--- src/design/deq_pkg.sv ---
`timescale 1ns / 1ps

package deq_pkg;

  localparam int DEPTH_DEF = 16;
  localparam int DATA_W    = 32;

  typedef enum logic [2:0] {
    CMD_PUSH_FRONT = 3'd0,
    CMD_PUSH_BACK  = 3'd1,
    CMD_POP_FRONT  = 3'd2,
    CMD_POP_BACK   = 3'd3,
    CMD_PEEK       = 3'd4,
    CMD_LIST_FWD   = 3'd5,
    CMD_LIST_BWD   = 3'd6
  } cmd_t;

  typedef enum logic [1:0] {
    ST_OK    = 2'd0,
    ST_EMPTY = 2'd1,
    ST_FULL  = 2'd2
  } status_t;

endpackage

--- src/design/deq_ram.sv ---
`timescale 1ns / 1ps

module deq_ram #(
  parameter int WIDTH = 32,
  parameter int DEPTH = 16
) (
  input  logic                     clk,
  input  logic                     we,
  input  logic [$clog2(DEPTH)-1:0] waddr,
  input  logic [WIDTH-1:0]         wdata,
  input  logic [$clog2(DEPTH)-1:0] raddr,
  output logic [WIDTH-1:0]         rdata
);

  logic [WIDTH-1:0] mem [DEPTH];

  always_ff @(posedge clk) begin
    if (we) begin
      mem[waddr] <= wdata;
    end
    rdata <= mem[raddr];
  end

endmodule

--- src/design/double_ended_queue.sv ---
`timescale 1ns / 1ps
// Bounded deque of signed 32-bit values in a ring store (DEPTH entries).
// Input channel: in_tuser carries the command, in_tdata the value to push.
// Result channel: out_tuser carries status, out_tdata the item (low word) and
// the back item (high word), out_tlast marks the final result of a command.
// One command is taken at a time; in_tready is high only while the sequencer
// is idle. A single ring-index adder (front pointer plus offset, wrapped by
// one compare and subtract) forms every store address but the front slot
// read by pop-front and peek, which comes straight from the front pointer.
// The store has one registered read port, so each entry read passes through
// the issue and load states. An empty or full condition gives its result
// without a store read. Command code 7 gives nothing.
// The result stays in the output register while out_tready is low; the next
// command or list entry is not started until the result transfer completes.
// Reset empties the deque (front pointer and count cleared) and returns the
// sequencer to idle; stored values are not cleared.
module double_ended_queue
  import deq_pkg::*;
#(
  parameter int DEPTH = DEPTH_DEF
) (
  input  logic                clk,
  input  logic                rst_n,
  input  logic                in_tvalid,
  output logic                in_tready,
  input  logic [DATA_W-1:0]   in_tdata,   // [31:0] value
  input  logic [2:0]          in_tuser,   // [2:0] cmd
  output logic                out_tvalid,
  input  logic                out_tready,
  output logic [2*DATA_W-1:0] out_tdata,  // [31:0] item, [63:32] back_item
  output logic [1:0]          out_tuser,  // [1:0] status
  output logic                out_tlast
);

  localparam int AW = $clog2(DEPTH);
  localparam int CW = $clog2(DEPTH + 1);

  typedef enum logic [3:0] {
    S_IDLE  = 4'b0001,
    S_ISSUE = 4'b0010,
    S_LOAD  = 4'b0100,
    S_OUT   = 4'b1000
  } state_t;

  state_t              state_r, state_nxt;
  logic [AW-1:0]       front_r, front_nxt;
  logic [CW-1:0]       occ_r, occ_nxt;
  logic [AW-1:0]       rd_addr_r, rd_addr_nxt;
  logic [AW-1:0]       off_r, off_nxt;
  logic [CW-1:0]       rem_r, rem_nxt;
  cmd_t                cmd_r, cmd_nxt;
  logic                peek2_r, peek2_nxt;
  status_t             status_r, status_nxt;
  logic [DATA_W-1:0]   item_r, item_nxt;
  logic [DATA_W-1:0]   back_r, back_nxt;
  logic                last_r, last_nxt;

  logic [AW-1:0]       unit_off;
  logic [AW:0]         unit_sum;
  logic [AW-1:0]       slot;
  logic [AW-1:0]       off_step;
  logic [AW-1:0]       occ_m1;
  logic                full;
  logic                empty;
  logic                in_acc;
  cmd_t                in_cmd;

  logic                ram_we;
  logic [DATA_W-1:0]   ram_rdata;

  // shared ring-index unit
  assign unit_sum = {1'b0, front_r} + {1'b0, unit_off};
  assign slot     = (unit_sum >= (AW+1)'(DEPTH)) ? AW'(unit_sum - (AW+1)'(DEPTH))
                                                  : AW'(unit_sum);

  assign full     = (occ_r == CW'(DEPTH));
  assign empty    = (occ_r == '0);
  assign occ_m1   = AW'(occ_r - CW'(1));
  assign off_step = (cmd_r == CMD_LIST_BWD) ? off_r - AW'(1) : off_r + AW'(1);
  assign in_acc   = in_tvalid && in_tready;
  assign in_cmd   = cmd_t'(in_tuser);

  deq_ram #(
    .WIDTH (DATA_W),
    .DEPTH (DEPTH)
  ) u_ram (
    .clk   (clk),
    .we    (ram_we),
    .waddr (slot),
    .wdata (in_tdata),
    .raddr (rd_addr_r),
    .rdata (ram_rdata)
  );

  always_comb begin
    state_nxt   = state_r;
    front_nxt   = front_r;
    occ_nxt     = occ_r;
    rd_addr_nxt = rd_addr_r;
    off_nxt     = off_r;
    rem_nxt     = rem_r;
    cmd_nxt     = cmd_r;
    peek2_nxt   = peek2_r;
    status_nxt  = status_r;
    item_nxt    = item_r;
    back_nxt    = back_r;
    last_nxt    = last_r;
    unit_off    = '0;
    ram_we      = 1'b0;

    unique case (state_r)
      S_IDLE: begin
        unique case (in_cmd)
          CMD_PUSH_FRONT: unit_off = AW'(DEPTH - 1);
          CMD_PUSH_BACK:  unit_off = AW'(occ_r);
          CMD_POP_FRONT:  unit_off = AW'(1);
          CMD_POP_BACK:   unit_off = occ_m1;
          CMD_LIST_BWD:   unit_off = occ_m1;
          default:        unit_off = '0;
        endcase
        if (in_acc && in_tuser != 3'd7) begin
          cmd_nxt    = in_cmd;
          peek2_nxt  = 1'b0;
          item_nxt   = '0;
          back_nxt   = '0;
          last_nxt   = 1'b1;
          status_nxt = ST_OK;
          state_nxt  = S_OUT;
          unique case (in_cmd)
            CMD_PUSH_FRONT, CMD_PUSH_BACK: begin
              if (full) begin
                status_nxt = ST_FULL;
              end else begin
                ram_we  = 1'b1;
                occ_nxt = occ_r + CW'(1);
                if (in_cmd == CMD_PUSH_FRONT) begin
                  front_nxt = slot;
                end
              end
            end
            default: begin
              if (empty) begin
                status_nxt = ST_EMPTY;
              end else begin
                state_nxt = S_ISSUE;
                rd_addr_nxt = slot;
                if (in_cmd == CMD_POP_FRONT || in_cmd == CMD_PEEK) begin
                  rd_addr_nxt = front_r;
                end
                if (in_cmd == CMD_POP_FRONT) begin
                  front_nxt = slot;
                end
                if (in_cmd == CMD_POP_FRONT || in_cmd == CMD_POP_BACK) begin
                  occ_nxt = occ_r - CW'(1);
                end
                off_nxt = slot - front_r;
                if (in_cmd == CMD_LIST_FWD) begin
                  off_nxt = '0;
                end else if (in_cmd == CMD_LIST_BWD) begin
                  off_nxt = occ_m1;
                end
                rem_nxt = occ_r - CW'(1);
              end
            end
          endcase
        end
      end
      S_ISSUE: begin
        state_nxt = S_LOAD;
      end
      S_LOAD: begin
        unit_off = occ_m1;
        if (cmd_r == CMD_PEEK && !peek2_r) begin
          item_nxt    = ram_rdata;
          peek2_nxt   = 1'b1;
          rd_addr_nxt = slot;
          state_nxt   = S_ISSUE;
        end else if (cmd_r == CMD_PEEK) begin
          back_nxt  = ram_rdata;
          state_nxt = S_OUT;
        end else begin
          item_nxt  = ram_rdata;
          last_nxt  = (cmd_r == CMD_LIST_FWD || cmd_r == CMD_LIST_BWD) ? (rem_r == '0)
                                                                       : 1'b1;
          state_nxt = S_OUT;
        end
      end
      S_OUT: begin
        unit_off = off_step;
        if (out_tready) begin
          if (last_r) begin
            state_nxt = S_IDLE;
          end else begin
            rem_nxt     = rem_r - CW'(1);
            off_nxt     = off_step;
            rd_addr_nxt = slot;
            state_nxt   = S_ISSUE;
          end
        end
      end
      default: begin
        state_nxt = S_IDLE;
      end
    endcase
  end

  always_ff @(posedge clk) begin
    if (!rst_n) begin
      state_r <= S_IDLE;
      front_r <= '0;
      occ_r   <= '0;
    end else begin
      state_r <= state_nxt;
      front_r <= front_nxt;
      occ_r   <= occ_nxt;
    end
    rd_addr_r <= rd_addr_nxt;
    off_r     <= off_nxt;
    rem_r     <= rem_nxt;
    cmd_r     <= cmd_nxt;
    peek2_r   <= peek2_nxt;
    status_r  <= status_nxt;
    item_r    <= item_nxt;
    back_r    <= back_nxt;
    last_r    <= last_nxt;
  end

  assign in_tready  = (state_r == S_IDLE);
  assign out_tvalid = (state_r == S_OUT);
  assign out_tdata  = {back_r, item_r};
  assign out_tuser  = status_r;
  assign out_tlast  = last_r;

  a_occ_bound: assert property (@(posedge clk) disable iff (!rst_n)
    occ_r <= CW'(DEPTH))
    else $error("occupancy above depth");

  a_one_side: assert property (@(posedge clk) disable iff (!rst_n)
    !(in_tready && out_tvalid))
    else $error("input taken while a result is pending");

  a_push_count: assert property (@(posedge clk) disable iff (!rst_n)
    (in_acc && (in_cmd == CMD_PUSH_FRONT || in_cmd == CMD_PUSH_BACK) && !full)
    |=> occ_r == $past(occ_r) + CW'(1))
    else $error("push did not grow the deque");

  a_last_idle: assert property (@(posedge clk) disable iff (!rst_n)
    (out_tvalid && out_tready && out_tlast) |=> state_r == S_IDLE)
    else $error("sequencer busy after final result");

  a_more_follows: assert property (@(posedge clk) disable iff (!rst_n)
    (out_tvalid && out_tready && !out_tlast) |=> state_r == S_ISSUE)
    else $error("list stopped before its final entry");

endmodule

--- config.mk ---
export PLATFORM = sky130hd
export DESIGN_NAME = double_ended_queue
export DESIGN_NICKNAME = d
export VERILOG_FILES = /design/src/design/deq_pkg.sv /design/src/design/deq_ram.sv /design/src/design/double_ended_queue.sv
export SDC_FILE = /design/constraint.sdc
export NUM_CORES = 1
export LEC_CHECK = 0
export BUFFER_PORTS_ARGS = -buffer_cell sky130_fd_sc_hd__buf_4
export CAP_MARGIN = 20
export CORE_MARGIN = 2
export CORE_UTILIZATION = 45
export DETAILED_ROUTE_END_ITERATION = 10
export PLACE_DENSITY_LB_ADDON = 0.3
export SYNTH_ARGS = -nofsm -noshare
export SYNTH_HDL_FRONTEND = slang
export SYNTH_HIERARCHICAL = 1
export SYNTH_SLANG_ARGS = --single-unit
--- constraint.sdc ---
create_clock -name clk -period 16.65 [get_ports clk]
set_input_delay 0.8325 -clock clk [delete_from_list [all_inputs] [get_ports clk]]
set_output_delay 0.8325 -clock clk [all_outputs]
set_load 0.03 [all_outputs]
# [After elaboration in Yosys (flattened, before gate mapping)]
# Memory sizes are Yosys's and may differ from the RTL's. A register that Yosys moved wholly into a read port is not among the register bits.
# Index checks and enable logic that the tools add are counted.
[op_classes] reduce_logical=27 n_mux=66 magnitude_cmp=1 n_eq_ne=28 addsub=8
[ops] cell="$mux W32" n=5
[ops] cell="$pmux W32 S2" n=2
[ops] cell="$mux W4" n=26
[ops] cell="$mux W5" n=9
[ops] cell="$pmux W4 S4" n=2
[ops] cell="$pmux W4 S3" n=2
[ops] cell="$eq A3 B3 Y1 const B" n=6
[ops] cell="$ne A2 B2 Y1 const B" n=9
[ops] cell="$mux W1" n=13
[ops] cell="$reduce_and A6 Y1" n=2
[ops] cell="$logic_not A5 Y1" n=2
[ops] cell="$pmux W5 S2" n=1
[ops] cell="$sub A5 B1 Y5 const B" n=2
[ops] cell="$pmux W4 S2" n=1
[ops] cell="$reduce_and A4 Y1" n=2
[ops] cell="$reduce_bool A2 Y1" n=4
[ops] cell="$sub A4 B1 Y4 const B" n=2
[ops] cell="$reduce_and A7 Y1" n=1
[ops] cell="$eq A3 B2 Y1 const B" n=2
[ops] cell="$mux W2" n=3
[ops] cell="$ne A2 B1 Y1 const B" n=3
[ops] cell="$ne A3 B3 Y1 const B" n=2
[ops] cell="$reduce_and A3 Y1" n=2
[ops] cell="$add A4 B4 Y5" n=1
[ops] cell="other kinds (19)" n=26
[word_totals] wordCells=143 out_inout_bits=69 memories=1 mem_bits_rw=512 ff_bits=97 inputBits=39
[memory_table] memory="u_ram.mem" words=16 width=32 rd=1 rd_ports_with_merged_regs=1 wr=1 line_no="deq_ram.sv:15" text="logic [WIDTH-1:0] mem [DEPTH];"

# [Longest topological paths before layout]
[depth] ltp_word=14 ltp_mapped=15 mapped_depth_nobuf=15

# [Hierarchy]
# The synthesis kept the hierarchy.
[modules_own_cells] module="deq_ram" area_each_um2=19835.3 seq_area_each_um2=16015.4 cells_each=838 instances=1
[modules_own_cells] module="double_ended_queue" area_each_um2=4352.9 seq_area_each_um2=2782.7 cells_each=344 instances=1

# [Worst setup path before layout]
# OpenSTA, ideal clock, no wires.
[synth_path] path_type="input to register" start="in in_tuser[1]" end="mem u_ram.mem[0][0] (enable)" setup_slack_ps=10741 path_buffers=2 cell_stages=13 required_ps=16189 arrival_time_ps=5448 setup_time_ps=461 cell_sequence="clkbuf_1 > clkbuf_1 > nor2b_1 > o21ai_0 > a21oi_1 > o21ai_0 > o211ai_1 > ha_1 > a21oi_1 > xnor2_1 > xnor2_1 > or3b_2 > nor3_1"
[synth_via] elab_chain_len=7 elab_cells_between_ends=20
[synth_rtl] element="start, declared" line_no="double_ended_queue.sv:27" text="input logic [2:0] in_tuser,"
[synth_rtl] element="$eq A3 B2 Y1 or $eq A3 B3 Y1 (tied branches)" line_no="double_ended_queue.sv:113" text="unique case (in_cmd)"
[synth_rtl] element="$reduce_or A2 Y1 (no source line)"
[synth_rtl] element="$pmux W4 S4 (*)" line_no="double_ended_queue.sv:113"
[synth_rtl] element="$pmux W4 S3 (*)" line_no="double_ended_queue.sv:111" text="unique case (state_r)"
[synth_rtl] element="$add A4 B4 Y5 (*)" line_no="double_ended_queue.sv:72" text="assign unit_sum = {1'b0, front_r} + {1'b0, unit_off};"
[synth_rtl] element="$sub A4 B1 Y4 or $ge A5 B5 Y1 (tied branches)" line_no="double_ended_queue.sv:73" text="assign slot = (unit_sum >= (AW+1)'(DEPTH)) ? AW'(unit_sum - (AW+1)'(DEPTH))"
[synth_rtl] element="$mux W4 (*)" line_no="double_ended_queue.sv:73"
[synth_rtl] element="net slot[3]" line_no="double_ended_queue.sv:60" text="logic [AW-1:0] slot;"
[synth_rtl] element="end, declared" line_no="deq_ram.sv:15"
# Mark *: on every way through the listed nets, which the timed path passes. The rest lies on a longest branch.

# [Worst setup path after layout]
[layout_path] start="reg state_r[1]" end="mem u_ram.mem[3][26] (enable)"
[layout_via] elab_cells_between_ends=14
[layout_lines] element="start, declared" line_no="double_ended_queue.sv:45" text="state_t state_r, state_nxt;"
[layout_lines] element="start signal, assigned" line_no="double_ended_queue.sv:213" text="state_r <= state_nxt;"
[layout_lines] element="$eq A4 B4 Y1 (tied with other cells)" line_no="double_ended_queue.sv:111"
[layout_lines] element="$pmux W4 S3 (*)" line_no="double_ended_queue.sv:111"
[layout_lines] element="$add A4 B4 Y5 (*)" line_no="double_ended_queue.sv:72"
[layout_lines] element="$sub A4 B1 Y4 or $ge A5 B5 Y1 (tied branches)" line_no="double_ended_queue.sv:73"
[layout_lines] element="$mux W4 (*)" line_no="double_ended_queue.sv:73"
[layout_lines] element="net slot[3]" line_no="double_ended_queue.sv:60"
# Marks and branches as above.

==> results.md <==
* Status: completed
* Final Setup Violations at 0
* Reg area at 18800 µm²
* Syn nets at 1235
* GP Congestion at 0.849
* Initial antenna violation count at 1
* Total I/O pin count at 108
* Adder-Cell Fraction of Synth Area at 0.817%
* CTS Buffer Depth at 3
* Num CTS Buffers at 67
* Static leakage at 9.33 nW
* WHS Endpoint: state_r[2]$_SDFFE_PN0P_
* Syn Area/Cell at 20.5 µm²
* Largest net degree at the start of global routing at 66
* Vias in the first global route at 11900
* Multi-input logic area at 5220 µm²
* Core ar. at 52900 µm²
* Setup Buffers After CTS at 0
* Drt pass-1 iters at 6
* Drt via density at 5.57
* Mux contribution to synthesized area at 12.3%
* Max-slew violation count at 0
* Cells after Synth at 1182
* Proportion of layout cells with a drive suffix above 1 at 27.6%
* PortBufs at 107
* Unrepaired setup endpoints after global routing: false
* Post-synth top cells: edfxtp_1 (596), mux4_2 (128), a22oi_1 (64)
* Synth top area share at 74.0%
* Post-layout nets at 1385
* Worst endpoint required time at 16.92 ns
* Synth async-reset ratio at 0%
* Clock insertion delay at the later pin of the skew report at 0.59 ns
* Die height at 236 µm
* Startpoint Class: flip-flop
* N_diodes at 0
* Flop2flop setup slack at 11.93 ns
* FMAX at 212 MHz
* Total gr overflow at 0
* Cell Area, Synth at 24200 µm²
* Post-synthesis xor/xnor area fraction at 0.833%
* CP Class: reg2reg
* Biggest area consumer among synthesized cells: edfxtp_1
* WL/cell at 23.5 µm
* RR Startpoint: state_r[1]$_SDFFE_PN0P_
* Dominant synthesized flop cell: edfxtp_1
* Layout Skew at 0.0228 ns
* CTS resizes at 0
* Vias at 11600
* CTS tree: done
* CP arrival at 4.99 ns
* Fin. Hold Viols at 0
* Most frequent cell after synthesis: edfxtp_1
* Rel. slew slack at 23.5%
* Clk pin slew, worst setup/hold paths at 0.06 ns
* Die area at 55600 µm²
* Row count at 84
* Chip width at 236 µm
* Maximum vdd drop at 78.6 µV
* DR DRC count at 0
* Tightest Hold Check Type: reg2reg
* Reg2reg end: u_ram/mem[3][26]$_DFFE_PP_
* Tot Pwr at 0.00397 W
* Main combinational cell family by area after synthesis: multiplexers
* Post-route clock period utilization at 28.4%
* P per Cell Area at 141 nW/µm²
* H-tree level count at 3
* Hpwl dp at 27900 µm
* Root Driver: clkbuf_16
* Largest cells by area after synthesis: edfxtp_1 (74%), mux4_2 (12%), dfxtp_1 (3.7%), a22oi_1 (2.0%), and2_1 (0.98%)
* Hold Path Cell Cnt at 1
* Clk sinks at 641
* Minimum clock period at 4.72 ns
* GRT Util Overall at 17.7%
* Synth Area in Simple Gates at 3.52%
* FF+latch count, synth at 641
* Post-synth EDFFs at 596
* Fill cell count at 4124
* Register area share after synthesis at 77.7%
* Cell variety after synth at 48
* Initial core utilization at 45.8%
* Antenna Nets Post-Route at 0
* Synth-to-Final Area Change at 16.4%
* Post-CTS Hold Fix Bufs at 0
* Worst hold start: state_r[0]$_SDFFE_PN1P_
* Max Cap Viol at 0
* Worst slew pin tran at 1.15 ns
* Critical path fanouts, max at 17
* DR iter-0 viols at 1080
* Setup TNS at 0 ns
* First-pass GRT wire length at 73800 µm
* Total length of routed wires at 48700 µm
* YS warnings at 6
* Critical Path End Type: flip-flop
* Reg2Reg Depth at 13
* Synth Area in Compound Gates at 3.53%
-- area by class of cell --
type | count | area share [%]
multi-input cells | 467 | 18.5
well taps | 688 | 3.06
repair buffers | 137 | 4.14
clock buffers | 92 | 6.65
flip-flops and latches | 641 | 66.7
inverters | 18 | 0.240
clock inverters | 29 | 0.640
-- cells by family after synthesis --
group                      count (synthesis)
AOI/OAI and AO/OA                        126
xor gates and xnor gates                  23
adders and majority gates                 14
buffers and inverters                     74
DFF                                      641
muxes                                    136
and+or+nand+nor                          168
-- where the power goes --
group,leakage [nW],switching (W),internal [W]
logic,2.53,0.000405,0.000282
clock network,1.00,0.000585,0.000804
registers,5.79,0.0000336,0.00186
-- cell usage in the layout, fill, tap and decap left out, drive strengths merged, types with 9 or more instances in the layout --
cell,netlist,final
clkinv,0,24
xnor2,12,12
edfxtp,596,596
inv,18,21
and2,38,38
xor2,11,11
a22oi,64,64
nor2b,10,10
ha,11,11
clkbuf,30,92
buf,26,137
a21oi,20,20
mux4,128,128
nand2,54,54
dfxtp,45,45
nor2,29,29
nor3,9,9
o21ai,21,21
-- state kept, by name, summed over array words and instances, names as in the netlist --
register	flops
front_r	4
state_r	4
rd_addr_r	4
u_ram/mem	512
occ_r	5
back_r	32
rem_r	5
cmd_r	3
off_r	4
out_tuser	2
item_r	32
out_tlast	1
u_ram/rdata	32
peek2_r	1
-- critical path, stage by stage (launching register included) --
cell and delay [ns]:
dfxtp_1 0.33, nor2_1 0.17, nand3b_1 0.44, inv_1 0.49, nand2_1 0.15, o211ai_1 0.19
ha_1 0.30, a21o_1 0.17, a21oi_1 0.40, xnor2_1 0.14, xnor2_1 0.19, or3b_2 0.59
nor2_4 0.59, buf_16 0.24
-- metrics by stage --
stage                     instance area, µm²  utilization (%)  hold slack (ns)  cells  worst slack [ns]
after floorplan                        24200                -            0.455   1182             10.74
after global placement                 25900             49.0            0.469   1943             11.79
after detailed placement               26000             49.1            0.496   1946             11.69
after CTS                              28000             53.0            0.505   2067             11.75
after global routing                   28200             53.3            0.535   2072             11.66
final                                  28200             53.3            0.500   2072             11.93
-- how the worst max path moves through the flow --
| stage | from | endpoint | depth (start not counted) |
|---|---|---|---|
| after global placement | in_tuser[1] | u_ram/mem[1][14]$_DFFE_PP_ | 11 |
| after floorplan | in_tuser[1] | u_ram/mem[0][0]$_DFFE_PP_ | 13 |
| after detailed placement | in_tuser[1] | u_ram/mem[2][15]$_DFFE_PP_ | 11 |
| after CTS | state_r[1]$_SDFFE_PN0P_ | u_ram/mem[2][21]$_DFFE_PP_ | 12 |
| after global routing | state_r[1]$_SDFFE_PN0P_ | u_ram/mem[3][26]$_DFFE_PP_ | 13 |
| final | state_r[1]$_SDFFE_PN0P_ | u_ram/mem[3][26]$_DFFE_PP_ | 13 |
-- per-layer routing --
| metal | wire, µm | vias to the layer above | part of all wire (%) | track usage, % |
|---|---|---|---|---|
| met3 | 2890 | 66 | 5.9 | 3.50 |
| met2 | 24000 | 357 | 49 | 29.1 |
| met4 | 868 | 0 | 1.8 | 5.35 |
| li1 | - | 5113 | - | - |
| met1 | 20900 | 6015 | 43 | 24.1 |
| met5 | 0 | - | 0 | 0 |
Note: power is estimated with default switching activity, not from simulation.
